File: config.mk
export PLATFORM = sky130hd
export DESIGN_NAME = base85_group_encoder_unit
export DESIGN_NICKNAME = d
export VERILOG_FILES = /design/src/hdl/b85_pkg.sv /design/src/hdl/base85_group_encoder_unit.sv /design/src/hdl/b85_front.sv /design/src/hdl/b85_queue.sv /design/src/hdl/b85_convert.sv /design/src/hdl/b85_emit.sv
export SDC_FILE = /design/constraint.sdc
export NUM_CORES = 1
export LEC_CHECK = 0
export BUFFER_PORTS_ARGS = -buffer_cell sky130_fd_sc_hd__buf_2
export CAP_MARGIN = 20
export CORE_MARGIN = 3
export CORE_UTILIZATION = 35
export CTS_CLUSTER_SIZE = 10
export DETAILED_ROUTE_END_ITERATION = 6
export GPL_TIMING_DRIVEN = 0
export HOLD_SLACK_MARGIN = 0.1
export PLACE_DENSITY = 0.58
export SYNTH_ARGS = -nofsm -noshare
export SYNTH_HDL_FRONTEND = slang
export SYNTH_SLANG_ARGS = --single-unit
File: constraint.sdc
create_clock -name clock -period 9.88 [get_ports clock]
set_input_delay 0 -clock clock [delete_from_list [all_inputs] [get_ports clock]]
set_output_delay 0 -clock clock [all_outputs]
set_load 0.03 [all_outputs]
File: src/hdl/b85_pkg.sv
// Shared types, constants and helper functions for the base-85 group encoder.
// No dependencies; every other file of the block imports this package.
`default_nettype none
package b85_pkg;

   localparam int JOB_QUEUE_DEPTH = 4;
   localparam int JOB_PTR_W       = 2;

   localparam logic [31:0] RECIP85_MUL = 32'hC0C0C0C1;
   localparam int          RECIP85_SHR = 38;

   localparam logic [6:0] CHAR_Z     = 7'h7A;
   localparam logic [6:0] CHAR_BANG  = 7'h21;
   localparam logic [6:0] DIGIT_BASE = 7'd33;

   localparam logic [3:0] PREFIX_LAST = 4'd9;
   localparam logic [3:0] MARKER_LAST = 4'd2;
   localparam logic [3:0] DIGITS_LAST = 4'd4;

   typedef logic [6:0] digit_type;

   typedef struct packed {
      logic        prefix;
      logic        marker;
      logic        group;
      logic        last;
      logic [31:0] value;
   } job_type;

   typedef struct packed {
      job_type              job;
      logic [4:0][6:0]      digits;
   } conv_job_type;

   typedef enum logic [1:0] {
      CONV_IDLE,
      CONV_RUN,
      CONV_HOLD
   } conv_state_type;

   typedef enum logic [1:0] {
      EMIT_IDLE,
      EMIT_PREFIX,
      EMIT_MARKER,
      EMIT_DIGITS
   } emit_state_type;

   // Exact quotient by 85 for any 32-bit value.
   function automatic logic [31:0] recip85(input logic [31:0] x);
      logic [63:0] prod;
      prod = {32'd0, x} * {32'd0, RECIP85_MUL};
      return {6'd0, prod[63:RECIP85_SHR]};
   endfunction

   function automatic logic [6:0] prefix_char(input logic [3:0] idx);
      logic [6:0] ch;
      case (idx)
         4'd0: ch = 7'h4C;
         4'd1: ch = 7'h50;
         4'd2: ch = 7'h48;
         4'd3: ch = 7'h2B;
         4'd4: ch = 7'h6D;
         4'd5: ch = 7'h30;
         4'd6: ch = 7'h3C;
         4'd7: ch = 7'h58;
         4'd8: ch = 7'h3B;
         default: ch = CHAR_Z;
      endcase
      return ch;
   endfunction

endpackage
`default_nettype wire

File: src/hdl/base85_group_encoder_unit.sv
// Top level of the base-85 group encoder: front end, job queue, converter, emitter.
// Depends on b85_pkg and the modules b85_front, b85_queue, b85_convert, b85_emit.
//
//   Channel  Direction  Word
//   req_     in         one raw byte plus last-byte flag
//   rsp_     out        one ASCII character plus run-last and stream-end flags
//
// At most one character leaves per cycle. The converter loads each group and then derives
// its digits one after another from a single 32-bit reciprocal multiplier; a marker may
// lead a group. The ten prefix characters are sent at the start of a stream. Reset is
// synchronous and needs no clearing pass. Input and output stall independently; the
// four-entry job queue absorbs the difference.
`default_nettype none
module base85_group_encoder_unit import b85_pkg::*; #(
   parameter int MARKER_GROUPS = 15
) (
   input  wire logic       clock,
   input  wire logic       reset,
   input  wire logic       req_valid,
   output logic            req_stall,
   input  wire logic [7:0] req_in_byte,
   input  wire logic       req_is_last_byte,
   output logic            rsp_valid,
   input  wire logic       rsp_stall,
   output logic [6:0]      rsp_out_char,
   output logic            rsp_run_last,
   output logic            rsp_stream_end
);

   logic         queue_full;
   logic         push_valid;
   job_type      push_job;
   logic         pop_valid;
   logic         pop_stall;
   job_type      pop_job;
   logic         conv_valid;
   logic         conv_stall;
   conv_job_type conv_data;

   b85_front #(
      .MARKER_GROUPS(MARKER_GROUPS)
   ) u_front (
      .clock            (clock),
      .reset            (reset),
      .req_valid        (req_valid),
      .req_stall        (req_stall),
      .req_in_byte      (req_in_byte),
      .req_is_last_byte (req_is_last_byte),
      .queue_full       (queue_full),
      .push_valid       (push_valid),
      .push_job         (push_job)
   );

   b85_queue u_queue (
      .clock      (clock),
      .reset      (reset),
      .push_valid (push_valid),
      .push_job   (push_job),
      .full       (queue_full),
      .pop_valid  (pop_valid),
      .pop_stall  (pop_stall),
      .pop_job    (pop_job)
   );

   b85_convert u_convert (
      .clock     (clock),
      .reset     (reset),
      .in_valid  (pop_valid),
      .in_stall  (pop_stall),
      .in_job    (pop_job),
      .out_valid (conv_valid),
      .out_stall (conv_stall),
      .out_data  (conv_data)
   );

   b85_emit u_emit (
      .clock          (clock),
      .reset          (reset),
      .in_valid       (conv_valid),
      .in_stall       (conv_stall),
      .in_data        (conv_data),
      .rsp_valid      (rsp_valid),
      .rsp_stall      (rsp_stall),
      .rsp_out_char   (rsp_out_char),
      .rsp_run_last   (rsp_run_last),
      .rsp_stream_end (rsp_stream_end)
   );

endmodule
`default_nettype wire

File: src/hdl/b85_front.sv
// Front end: accepts bytes, gathers groups and decides what each byte must emit.
// Depends on b85_pkg for the job descriptor.
`default_nettype none
module b85_front import b85_pkg::*; #(
   parameter int MARKER_GROUPS = 15
) (
   input  wire logic        clock,
   input  wire logic        reset,
   input  wire logic        req_valid,
   output logic             req_stall,
   input  wire logic [7:0]  req_in_byte,
   input  wire logic        req_is_last_byte,
   input  wire logic        queue_full,
   output logic             push_valid,
   output job_type          push_job
);

   localparam int PHASE_W = (MARKER_GROUPS > 1) ? $clog2(MARKER_GROUPS) : 1;

   logic [23:0]        word_ff, word_in;
   logic [1:0]         count_ff, count_in;
   logic [PHASE_W-1:0] phase_ff, phase_in;
   logic               any_done_ff, any_done_in;
   logic               started_ff, started_in;

   logic accept;
   logic complete;

   assign req_stall = queue_full;
   assign accept    = req_valid && !queue_full;
   assign complete  = (count_ff == 2'd3) || req_is_last_byte;

   always_comb begin
      push_job.prefix = !started_ff;
      push_job.marker = complete && any_done_ff && (phase_ff == '0);
      push_job.group  = complete;
      push_job.last   = req_is_last_byte;
      case (count_ff)
         2'd0:    push_job.value = {req_in_byte, 24'd0};
         2'd1:    push_job.value = {word_ff[7:0], req_in_byte, 16'd0};
         2'd2:    push_job.value = {word_ff[15:0], req_in_byte, 8'd0};
         default: push_job.value = {word_ff, req_in_byte};
      endcase
      push_valid = req_valid && (complete || !started_ff);
   end

   always_comb begin
      word_in     = word_ff;
      count_in    = count_ff;
      phase_in    = phase_ff;
      any_done_in = any_done_ff;
      started_in  = started_ff;
      if (accept) begin
         started_in = 1'b1;
         if (complete) begin
            word_in     = '0;
            count_in    = '0;
            any_done_in = 1'b1;
            phase_in    = (phase_ff == PHASE_W'(MARKER_GROUPS - 1)) ? '0 : phase_ff + 1'b1;
         end else begin
            word_in  = {word_ff[15:0], req_in_byte};
            count_in = count_ff + 1'b1;
         end
         if (req_is_last_byte) begin
            word_in     = '0;
            count_in    = '0;
            phase_in    = '0;
            any_done_in = 1'b0;
            started_in  = 1'b0;
         end
      end
   end

   always_ff @(posedge clock) begin
      if (reset) begin
         word_ff     <= '0;
         count_ff    <= '0;
         phase_ff    <= '0;
         any_done_ff <= 1'b0;
         started_ff  <= 1'b0;
      end else begin
         word_ff     <= word_in;
         count_ff    <= count_in;
         phase_ff    <= phase_in;
         any_done_ff <= any_done_in;
         started_ff  <= started_in;
      end
   end

endmodule
`default_nettype wire

File: src/hdl/b85_queue.sv
// Short queue of job descriptors between the front end and the back end.
// Depends on b85_pkg for the job type and the queue depth.
`default_nettype none
module b85_queue import b85_pkg::*; (
   input  wire logic    clock,
   input  wire logic    reset,
   input  wire logic    push_valid,
   input  wire job_type push_job,
   output logic         full,
   output logic         pop_valid,
   input  wire logic    pop_stall,
   output job_type      pop_job
);

   job_type              mem_ff [JOB_QUEUE_DEPTH];
   logic [JOB_PTR_W-1:0] wr_ptr_ff, rd_ptr_ff;
   logic [JOB_PTR_W:0]   count_ff, count_in;
   logic                 push, pop;

   assign full      = (count_ff == (JOB_PTR_W + 1)'(JOB_QUEUE_DEPTH));
   assign pop_valid = (count_ff != '0);
   assign pop_job   = mem_ff[rd_ptr_ff];
   assign push      = push_valid && !full;
   assign pop       = pop_valid && !pop_stall;

   always_comb begin
      count_in = count_ff;
      if (push && !pop) begin
         count_in = count_ff + 1'b1;
      end else if (pop && !push) begin
         count_in = count_ff - 1'b1;
      end
   end

   always_ff @(posedge clock) begin
      if (push) begin
         mem_ff[wr_ptr_ff] <= push_job;
      end
   end

   always_ff @(posedge clock) begin
      if (reset) begin
         wr_ptr_ff <= '0;
         rd_ptr_ff <= '0;
         count_ff  <= '0;
      end else begin
         count_ff <= count_in;
         if (push) begin
            wr_ptr_ff <= wr_ptr_ff + 1'b1;
         end
         if (pop) begin
            rd_ptr_ff <= rd_ptr_ff + 1'b1;
         end
      end
   end

endmodule
`default_nettype wire

File: src/hdl/b85_convert.sv
// Iterative base-85 conversion of one group, one digit per cycle, least significant first.
// Depends on b85_pkg for the job types, the state type and the reciprocal function.
`default_nettype none
module b85_convert import b85_pkg::*; (
   input  wire logic    clock,
   input  wire logic    reset,
   input  wire logic    in_valid,
   output logic         in_stall,
   input  wire job_type in_job,
   output logic         out_valid,
   input  wire logic    out_stall,
   output conv_job_type out_data
);

   conv_state_type  state_ff, state_in;
   logic [2:0]      step_ff, step_in;
   job_type         job_ff;
   logic [4:0][6:0] digits_ff;
   logic [6:0]      x_ff;
   logic [31:0]     q_ff, q_in;
   logic [31:0]     mul_src;
   logic [6:0]      q_low;
   logic [6:0]      digit;
   logic            take;
   conv_state_type  start_state;

   assign take        = in_valid && !in_stall;
   assign start_state = in_job.group ? CONV_RUN : CONV_HOLD;

   always_comb begin
      state_in = state_ff;
      case (state_ff)
         CONV_IDLE: begin
            if (in_valid) begin
               state_in = start_state;
            end
         end
         CONV_RUN: begin
            if (step_ff == 3'd4) begin
               state_in = CONV_HOLD;
            end
         end
         CONV_HOLD: begin
            if (!out_stall) begin
               state_in = in_valid ? start_state : CONV_IDLE;
            end
         end
         default: state_in = CONV_IDLE;
      endcase
   end

   always_comb begin
      in_stall = !((state_ff == CONV_IDLE) || ((state_ff == CONV_HOLD) && !out_stall));
      out_valid = (state_ff == CONV_HOLD);
      out_data.job    = job_ff;
      out_data.digits = digits_ff;
   end

   assign mul_src = take ? in_job.value : q_ff;
   assign q_in    = recip85(mul_src);
   assign q_low   = q_ff[6:0];
   assign digit   = x_ff - ((q_low << 6) + (q_low << 4) + (q_low << 2) + q_low);

   always_comb begin
      step_in = step_ff;
      if (take) begin
         step_in = '0;
      end else if (state_ff == CONV_RUN) begin
         step_in = step_ff + 1'b1;
      end
   end

   always_ff @(posedge clock) begin
      if (take) begin
         job_ff <= in_job;
         x_ff   <= in_job.value[6:0];
         q_ff   <= q_in;
      end else if (state_ff == CONV_RUN) begin
         digits_ff <= {digits_ff[3:0], digit};
         x_ff      <= q_ff[6:0];
         q_ff      <= q_in;
      end
   end

   always_ff @(posedge clock) begin
      if (reset) begin
         state_ff <= CONV_IDLE;
         step_ff  <= '0;
      end else begin
         state_ff <= state_in;
         step_ff  <= step_in;
      end
   end

endmodule
`default_nettype wire

File: src/hdl/b85_emit.sv
// Character sequencer: sends prefix, marker and digit characters one word per cycle unless rsp_stall holds it.
// Depends on b85_pkg for the job types, the state type and the character constants.
`default_nettype none
module b85_emit import b85_pkg::*; (
   input  wire logic         clock,
   input  wire logic         reset,
   input  wire logic         in_valid,
   output logic              in_stall,
   input  wire conv_job_type in_data,
   output logic              rsp_valid,
   input  wire logic         rsp_stall,
   output logic [6:0]        rsp_out_char,
   output logic              rsp_run_last,
   output logic              rsp_stream_end
);

   emit_state_type state_ff, state_in;
   logic [3:0]     idx_ff, idx_in;
   conv_job_type   data_ff;
   emit_state_type start_state;
   emit_state_type follow_state;
   logic           seg_end;
   logic           char_last;
   logic           advance;

   assign advance = (state_ff != EMIT_IDLE) && !rsp_stall;

   always_comb begin
      if (in_data.job.prefix) begin
         start_state = EMIT_PREFIX;
      end else if (in_data.job.marker) begin
         start_state = EMIT_MARKER;
      end else begin
         start_state = EMIT_DIGITS;
      end
   end

   always_comb begin
      seg_end      = 1'b0;
      follow_state = EMIT_IDLE;
      rsp_out_char = DIGIT_BASE + data_ff.digits[idx_ff[2:0]];
      case (state_ff)
         EMIT_PREFIX: begin
            seg_end      = (idx_ff == PREFIX_LAST);
            rsp_out_char = prefix_char(idx_ff);
            if (data_ff.job.marker) begin
               follow_state = EMIT_MARKER;
            end else if (data_ff.job.group) begin
               follow_state = EMIT_DIGITS;
            end
         end
         EMIT_MARKER: begin
            seg_end      = (idx_ff == MARKER_LAST);
            rsp_out_char = (idx_ff == '0) ? CHAR_Z : CHAR_BANG;
            if (data_ff.job.group) begin
               follow_state = EMIT_DIGITS;
            end
         end
         EMIT_DIGITS: begin
            seg_end = (idx_ff == DIGITS_LAST);
         end
         default: begin
            seg_end = 1'b0;
         end
      endcase
      char_last      = seg_end && (follow_state == EMIT_IDLE);
      rsp_valid      = (state_ff != EMIT_IDLE);
      rsp_run_last   = char_last;
      rsp_stream_end = char_last && data_ff.job.last;
      in_stall       = !((state_ff == EMIT_IDLE) || (advance && char_last));
   end

   always_comb begin
      state_in = state_ff;
      case (state_ff)
         EMIT_IDLE: begin
            if (in_valid) begin
               state_in = start_state;
            end
         end
         EMIT_PREFIX, EMIT_MARKER, EMIT_DIGITS: begin
            if (advance && seg_end) begin
               if (!char_last) begin
                  state_in = follow_state;
               end else begin
                  state_in = in_valid ? start_state : EMIT_IDLE;
               end
            end
         end
         default: state_in = EMIT_IDLE;
      endcase
   end

   always_comb begin
      idx_in = idx_ff;
      if (advance) begin
         idx_in = seg_end ? '0 : idx_ff + 1'b1;
      end
   end

   always_ff @(posedge clock) begin
      if (in_valid && !in_stall) begin
         data_ff <= in_data;
      end
   end

   always_ff @(posedge clock) begin
      if (reset) begin
         state_ff <= EMIT_IDLE;
         idx_ff   <= '0;
      end else begin
         state_ff <= state_in;
         idx_ff   <= idx_in;
      end
   end

endmodule
`default_nettype wire
==> flow_summary_export.csv, run 1 <==
group,metric,value,unit
run,max_cap_viol_count,0,
worst_setup_path,cp_slowest_stage_delay,730,ps
logic_synthesis,yosysSeqAreaShare,37.65,%
final_layout,final_cells,3003,
die,die_h,264.6,um
logic_synthesis,ys_warn_count,0,
global_route,grt_pass1_wl,87400,um
final_layout,final_nets,2658,
logic_synthesis,synth_ff_type,"edfxtp_1",
die,initial_core_util,35.46,%
clock_tree,path_clk_slew,50,ps
place,dp.cells,2932,
final_layout,multiInputGateArea,0.01302,mm2
clock_tree,cts_tree,"done",
routing,vias_per_cell,4.927,
die,die-width,264.6,um
final_layout,drive_above_1_share,7.059,%
logic_synthesis,ys_types,68,
place,dp_slack,-1178,ps
timing,fin_crit,9468,ps
timing,tightestPinTransition,869.9,ps
worst_setup_path,crit_family,"adder cells",
clock_tree,cts_sinks,313,
clock_tree,htree_num_levels,2,
final_layout,diodes,0,
final_layout,area_delta_synth_final,11.31,%
routing,ant_nets,0,
global_route,grt_max_degree,35,
logic_synthesis,ys_ff_latch,313,
worst_setup_path,cp-start-kind,"flop",
timing,rsz0062_at_grt,"false",
worst_setup_path,slowest_stage,"o311ai_1",
logic_synthesis,synth-edff-count,254,
final_layout,fillers,6291,
worst_setup_path,end_kind,"flop",
routing,wl_per_cell,18.33,um
timing,slew_viol_final,0,
worst_setup_path,critPathBufInv,5,
worst_setup_path,crit_arrival,9720,ps
clock_tree,ctsRootBufferMaster,"clkbuf_16",
worst_hold_path,min_path_type,"in2reg",
worst_setup_path,critPathMaxFanout,10,
worst_setup_path,criticalPathCategory,"reg2reg",
logic_synthesis,syn_inst,2039,
worst_setup_path,worstPathRequired,10130,ps
global_route,antenna_found_initial,0,
routing,firstDrtPassIters,6,
clock_tree,cts_buffers,37,
clock_tree,clock_latency,520,ps
logic_synthesis,syn-cell-area,0.02340,mm2
place,io_buffers,22,
final_layout,final_cell_mix,"inv_1, ha_1, edfxtp_1",
routing,finalWirelength,55040,um
logic_synthesis,synth_async_sr_flop_share,0,%
final_layout,register_area,0.008808,mm2
timing,finalSetupViolCount,0,
status,status,"finished, final reports clean",
place,place.gp.congestion,0.9576,
timing,finalHoldViolations,0,
routing,drt_iter0_markers,1076,
die,io_pins,24,
worst_setup_path,path_common_cell,"ha_1",
timing,setup-tns-final,0,ps
routing,num_vias,14800,
place,dp_hpwl,44740,um
timing,max_freq,105.6,MHz
die,design.core.area,0.06598,mm2
die,num_rows,94,
routing,drc,0,
timing,max_slew_margin,41.09,%
timing,worst_slack,411.8,ps
timing,fin_crit_sh,95.83,%
timing,fin_skew,14.01,ps
logic_synthesis,syn_nets,2575,
timing,hold_slack,105.8,ps
die,dieArea,0.06999,mm2
global_route,grt_pass1_vias,15620,
clock_tree,clock_path_buffers,3,
logic_synthesis,avgSynthCellArea,11.48,um2
final_layout,layout_commonest_cell,"inv_1",
global_route,grt_use_total,15.87,%
global_route,overflow,0,
Yosys cell counts (7+ instances only):
cell	n	area share [%]
a21o_1	30	0.96
a21oi_1	91	1.9
a222oi_1	8	0.34
a22o_1	8	0.30
a22oi_1	10	0.32
a31oi_1	10	0.27
and2_1	20	0.53
and3_1	10	0.27
buf_1	10	0.16
clkbuf_1	35	0.56
dfxtp_1	59	5.0
edfxtp_1	254	33
fa_1	172	15
ha_1	351	19
inv_1	396	6.4
mux2i_1	44	1.9
mux4_2	30	2.9
nand2_1	129	2.1
nand2b_1	9	0.24
nand3_1	41	0.88
nand4_1	10	0.27
nor2_1	67	1.1
nor2b_1	13	0.35
nor3_1	15	0.32
o21ai_0	57	1.2
o21bai_1	7	0.22
o22ai_1	8	0.21
or3_1	8	0.21
xnor2_1	40	1.5
xor2_1	24	0.90
final timing paths:
path	cells past startpoint	end	slack [ps]	start
max	29	u_convert.q_ff[18]	410	u_emit.state_ff[1]
min	2	u_emit.idx_ff[3]	110	reset
max reg2reg	29	u_convert.q_ff[18]	410	u_emit.state_ff[1]
min reg2reg	0	u_emit.data_ff[30]	420	u_convert.out_data[30]
layout make-up:
cell class | count | area share [%]
Buffer | 48 | 0.7686
Clock buffer | 54 | 4.002
Clock inverter | 2 | 0.04804
Inverter | 397 | 5.726
Multi-Input combinational cell | 1280 | 49.97
Sequential cell | 313 | 33.82
Tap cell | 864 | 4.150
Timing Repair Buffer | 45 | 1.518
repair_timing:
action | CTS | global route
cloned | 0 | 0
hold endpoints to repair | 84 | 0
setup buffers | 0 | 4
pin swaps | 1 | 4
resized for setup | 11 | 17
hold buffers | 11 | 0
endpoints found under the setup margin | 25 | 16
sequential cells by signal (all words and copies together) (netlist names), named ones only:
| register | count |
|---|---|
| u_queue.mem_ff | 144 |
| u_convert.out_data | 39 |
| u_emit.data_ff | 38 |
| u_convert.q_ff | 26 |
| u_front.word_ff | 24 |
| u_convert.x_ff | 7 |
| u_emit.idx_ff | 4 |
| u_front.phase_ff | 4 |
| u_convert.step_ff | 3 |
| u_queue.count_ff | 3 |
| u_convert.state_ff | 2 |
| u_emit.state_ff | 2 |
| u_front.count_ff | 2 |
| u_queue.rd_ptr_ff | 2 |
| u_queue.wr_ptr_ff | 2 |
| u_front.any_done_ff | 1 |
| u_front.started_ff | 1 |
layer usage:
layer	vias up	global-route usage, %	routed length, um
met4	0	3.701	1182
met5	-	0	0
li1	7154	-	-
met2	308	26.71	26240
met1	7272	21.85	25540
met3	63	2.144	2074
cell families (layout without fill, tap and decap cells):
kind of cell | Yosys count | count (layout) | synth area share [%]
AO/OA/AOI/OAI | 278 | 278 | 7.577
XOR/XNOR | 64 | 64 | 2.396
buffers and inverters | 446 | 546 | 7.176
AND/OR/NAND/NOR | 335 | 335 | 6.663
flip-flops | 313 | 313 | 37.65
adder cells (fa/ha/maj) | 523 | 523 | 33.48
multiplexers | 80 | 80 | 5.059
through the flow:
stage | cell area [um2] | utilization (%)
after floorplan | 23400 | -
after global placement | 24590 | 37.27
after detailed placement | 24770 | 37.54
after CTS | 25960 | 39.34
after global routing | 26050 | 39.48
final | 26050 | 39.48
Power of run 1 is not shown: default switching activity piles up to over one toggle a cycle in this logic, so the estimate is an artifact.
==> inputs of run 2 (changes only) <==
- CELL_PAD_IN_SITES_DETAIL_PLACEMENT: not set -> 0
- CELL_PAD_IN_SITES_GLOBAL_PLACEMENT: not set -> 1
- PLACE_DENSITY: 0.58 -> 0.67
- clock period: 9.88 -> 8.72 ns (I/O delays scaled with it)
==> flow_summary_export.csv, run 2 (synthesis gave the netlist of run 1 again) <==
group,metric,value,unit
status,status,"finished, final reports clean",
worst_setup_path,reg2reg_slack,250,ps
global_route,grt_pass1_vias,15660,
worst_hold_path,hold_depth,4,
routing,wl_per_cell,18.98,um
timing,hold_slack,262.0,ps
worst_setup_path,worstPathRequired,9070,ps
routing,finalWirelength,57800,um
final_layout,final_cell_mix,"inv_1, ha_1, edfxtp_1",
die,io_pins,24,
worst_setup_path,r2r_cells,30,
final_layout,area_delta_synth_final,16.57,%
worst_setup_path,cp_slowest_stage_delay,550,ps
routing,vias_per_cell,4.918,
clock_tree,cts_sinks,313,
routing,drt_iter0_markers,989,
clock_tree,htree_num_levels,2,
die,initial_core_util,35.46,%
die,num_rows,94,
final_layout,utilization,41.34,%
worst_hold_path,min_path_type,"in2reg",
final_layout,drive_above_1_share,13.98,%
worst_setup_path,crit_end,"u_convert.q_ff[22]",
timing,max_freq,118.1,MHz
run,max_cap_viol_count,0,
worst_setup_path,end_kind,"flop",
die,die-width,264.6,um
clock_tree,ctsRootBufferMaster,"clkbuf_16",
routing,ant_nets,0,
final_layout,diodes,0,
final_layout,final_area,0.02728,mm2
worst_setup_path,timing.rr.start,"u_emit.state_ff[1]",
die,design.core.area,0.06598,mm2
final_layout,regMostFlops,"u_queue.mem_ff",
global_route,grt_use_total,16.67,%
place,dp_hpwl,46040,um
global_route,grt_max_degree,35,
die,die_h,264.6,um
clock_tree,cts_tree,"done",
place,placed_area,0.02478,mm2
timing,slew_viol_final,0,
global_route,antenna_found_initial,0,
routing,drc,0,
timing,rsz0062_at_grt,"true",
routing,num_vias,14980,
die,dieArea,0.06999,mm2
place,io_buffers,22,
timing,fin_crit,8468,ps
timing,fin_crit_sh,97.11,%
clock_tree,path_clk_slew,60,ps
worst_setup_path,path_common_cell,"fa_1",
worst_setup_path,slowest_stage,"fa_1",
worst_setup_path,crit_arrival,8820,ps
timing,max_slew_margin,31.49,%
clock_tree,clock_path_buffers,3,
worst_setup_path,r2r_end,"u_convert.q_ff[22]",
place,place.gp.congestion,0.8926,
timing,tightestPinTransition,1021,ps
worst_setup_path,cp-start-kind,"flop",
routing,firstDrtPassIters,5,
timing,setup-tns-final,0,ps
final_layout,layout_commonest_cell,"inv_1",
clock_tree,cts_buffers,37,
global_route,overflow,0,
global_route,grt_pass1_wl,90300,um
worst_setup_path,critPathMaxFanout,6,
timing,finalSetupViolCount,0,
final_layout,largest_reg_flops,144,
final_layout,final_nets,2701,
worst_setup_path,setup.worst_path.start,"u_emit.state_ff[1]",
clock_tree,clock_latency,530,ps
worst_setup_path,criticalPathCategory,"reg2reg",
timing,fin_skew,14.13,ps
timing,finalHoldViolations,0,
run 2: cell count changes in the layout (fill, tap and decap cells not counted), moves of 9 or more:
cell | before | now
buf_4 | 5 | 41
ha_1 | 351 | 316
ha_4 | 0 | 28
inv_1 | 396 | 378
inv_2 | 0 | 15
mux2i_4 | 0 | 14
nand2_1 | 129 | 113
nand2_2 | 0 | 11
o21ai_0 | 55 | 46
run 2: per-layer routing:
| metal | GRT usage, % | routed length, um |
|---|---|---|
| met5 | 0 | 0 |
| met3 | 2.487 | 2180 |
| met4 | 3.956 | 1272 |
| met1 | 22.71 | 26610 |
| met2 | 28.16 | 27740 |
run 2: timing repair:
item | CTS | global route
hold buffers | 11 | 0
pin swaps | 21 | 37
endpoints found under the setup margin | 26 | 19
setup buffers | 20 | 24
hold endpoints to repair | 89 | 0
gates cloned | 1 | 1
resized for setup | 115 | 91
run 2: worst max-delay path: cells and delay by family, from the launching register on:
family                     cells  cell delay [ps]
and+or+nand+nor                2              420
muxes                          1              270
AOI/OAI and AO/OA              7             1710
adders and majority gates     10             4180
DFF                            1              370
buffers and inverters          9             1100
xor gates and xnor gates       1              210
run 2: worst min-delay path by stage:
stage	start	end	slack, ps
floorplan	req_is_last_byte	u_queue.mem_ff[0][32]	100
global placement	req_in_byte[3]	u_front.word_ff[3]	300
detailed placement	req_in_byte[3]	u_front.word_ff[3]	310
CTS	reset	u_emit.idx_ff[2]	210
global route	reset	u_emit.idx_ff[2]	280
finish	reset	u_emit.idx_ff[2]	260
run 2: stage by stage:
stage,worst slack (ps),cells
2_1_floorplan,112.3,2039
3_3_place_gp,-2403,2925
3_5_place_dp,-2487,2933
4_1_cts,0.1696,3021
5_1_grt,-43.24,3046
6_report,251.8,3046
run 2: cell type report:
type / instances / area (um2)
Clock inverter: 3 / 41.29
Sequential cell: 313 / 8816
Multi-Input combinational cell: 1280 / 13790
Fill cell: 6164 / 38700
Timing Repair Buffer: 87 / 769.5
Buffer: 49 / 269.0
Clock buffer: 53 / 1007
Tap cell: 864 / 1081
Inverter: 397 / 1505
Power of run 2 is left out for the same reason.
==> inputs of run 3 (changes only) <==
- GPL_TIMING_DRIVEN: 0 -> not set
==> flow_summary_export.csv, run 3 (synthesis gave the netlist of run 1 again) <==
group,metric,value,unit
timing,fin_crit_sh,96.98,%
clock_tree,cts_buffers,37,
clock_tree,htree_num_levels,2,
routing,finalWirelength,58130,um
final_layout,regMostFlops,"u_queue.mem_ff",
worst_setup_path,end_kind,"flop",
final_layout,final_nets,2721,
routing,drc,0,
timing,slew_viol_final,0,
die,initial_core_util,35.46,%
global_route,grt_use_total,16.60,%
routing,ant_nets,0,
global_route,overflow,0,
die,io_pins,24,
timing,hold_slack,300.0,ps
place,placed_area,0.02516,mm2
place,place.gp.congestion,0.9159,
worst_setup_path,worstPathRequired,8960,ps
worst_setup_path,cp_slowest_stage_delay,590,ps
clock_tree,ctsRootBufferMaster,"clkbuf_16",
clock_tree,cts_sinks,313,
clock_tree,cts_tree,"done",
final_layout,register_area,0.008818,mm2
die,die-width,264.6,um
timing,finalHoldViolations,0,
routing,wl_per_cell,18.91,um
die,num_rows,94,
status,status,"finished, final reports clean",
routing,firstDrtPassIters,5,
worst_setup_path,criticalPathCategory,"reg2reg",
worst_hold_path,min_to,"u_queue.mem_ff[3][32]",
clock_tree,clock_path_buffers,3,
worst_setup_path,timing.rr.start,"u_emit.state_ff[0]",
routing,num_vias,14970,
worst_setup_path,slowest_stage,"fa_2",
worst_setup_path,r2r_cells,32,
final_layout,largest_reg_flops,144,
final_layout,final_cell_mix,"inv_1, ha_1, edfxtp_1",
clock_tree,clock_latency,530,ps
final_layout,drive_above_1_share,14.52,%
timing,max_freq,118.3,MHz
final_layout,final_area,0.02736,mm2
worst_hold_path,hold_depth,2,
worst_setup_path,cp-start-kind,"flop",
routing,vias_per_cell,4.870,
timing,finalSetupViolCount,0,
timing,max_slew_margin,29.23,%
place,io_buffers,23,
worst_hold_path,min_from,"req_is_last_byte",
die,dieArea,0.06999,mm2
final_layout,fillers,6180,
worst_hold_path,min_path_type,"in2reg",
clock_tree,path_clk_slew,60,ps
run,max_cap_viol_count,0,
routing,drt_iter0_markers,888,
final_layout,multiInputGateArea,0.01353,mm2
global_route,grt_pass1_vias,15830,
worst_setup_path,critPathMaxFanout,6,
global_route,grt_max_degree,54,
final_layout,area_delta_synth_final,16.91,%
final_layout,layout_commonest_cell,"inv_1",
timing,tightestPinTransition,1062,ps
die,die_h,264.6,um
worst_setup_path,reg2reg_slack,260,ps
worst_setup_path,path_common_cell,"fa_1",
timing,fin_skew,18.82,ps
timing,fin_crit,8456,ps
final_layout,diodes,0,
global_route,grt_pass1_wl,90740,um
place,dp_hpwl,45760,um
global_route,antenna_found_initial,1,
worst_setup_path,crit_arrival,8700,ps
worst_setup_path,r2r_end,"u_convert.q_ff[23]",
die,design.core.area,0.06598,mm2
[run 3: cell type report]
cell class | instances | area share, %
Clock buffer | 62 | 3.842
Tap cell | 864 | 3.952
Multi-Input combinational cell | 1280 | 49.45
Clock inverter | 3 | 0.1509
Timing Repair Buffer | 156 | 4.894
Inverter | 397 | 5.470
Sequential cell | 313 | 32.24
[run 3: repair_timing]
item / in CTS / in global routing
hold buffers: 25 / 0
gates resized for setup: 15 / 107
hold endpoints to repair: 119 / 0
buffers inserted: 1 / 12
pin swaps: 1 / 35
endpoints found under the setup margin: 11 / 21
gates cloned: 0 / 3
[run 3: how the worst max path moves through the flow]
stage,startpoint,end,slack (ps),cells past startpoint
after detailed placement,u_emit.state_ff[1],u_convert.q_ff[25],-120,32
after global placement,u_emit.state_ff[0],u_convert.q_ff[25],-20,33
after global routing,u_emit.state_ff[0],u_convert.q_ff[23],-20,35
after CTS,u_emit.state_ff[0],u_convert.q_ff[22],20,34
final,u_emit.state_ff[0],u_convert.q_ff[23],260,32
after floorplan,u_emit.state_ff[0],u_convert.q_ff[24],110,33
[run 3: per-layer routing]
| layer | global-route usage (%) | up-vias | wire length (um) |
|---|---|---|---|
| met2 | 27.83 | 232 | 27690 |
| li1 | - | 7270 | - |
| met3 | 1.773 | 47 | 1650 |
| met4 | 2.592 | 2 | 754 |
| met1 | 23.75 | 7423 | 28020 |
| met5 | 0 | - | 13 |
[run 3: through the flow]
step                std cells  setup TNS, ps  setup slack [ps]  utilization [%]
floorplan                2039              0             112.3                -
global placement         2965         -23.87            -23.87            38.11
detailed placement       2966         -459.4            -122.5            38.14
CTS                      3057              0             15.98            40.29
global route             3075         -23.36            -19.93            41.46
finish                   3075              0             263.8            41.46
[run 3: critical path: cells and delay by family, from the launching register on]
| family | cells | cell delay [ps] |
|---|---|---|
| flip-flops | 1 | 360 |
| adder cells (fa/ha/maj) | 10 | 3820 |
| buffers and inverters | 7 | 1040 |
| AND/OR/NAND/NOR | 5 | 600 |
| AO/OA/AOI/OAI | 10 | 2350 |
Power of run 3 is left out for the same reason.
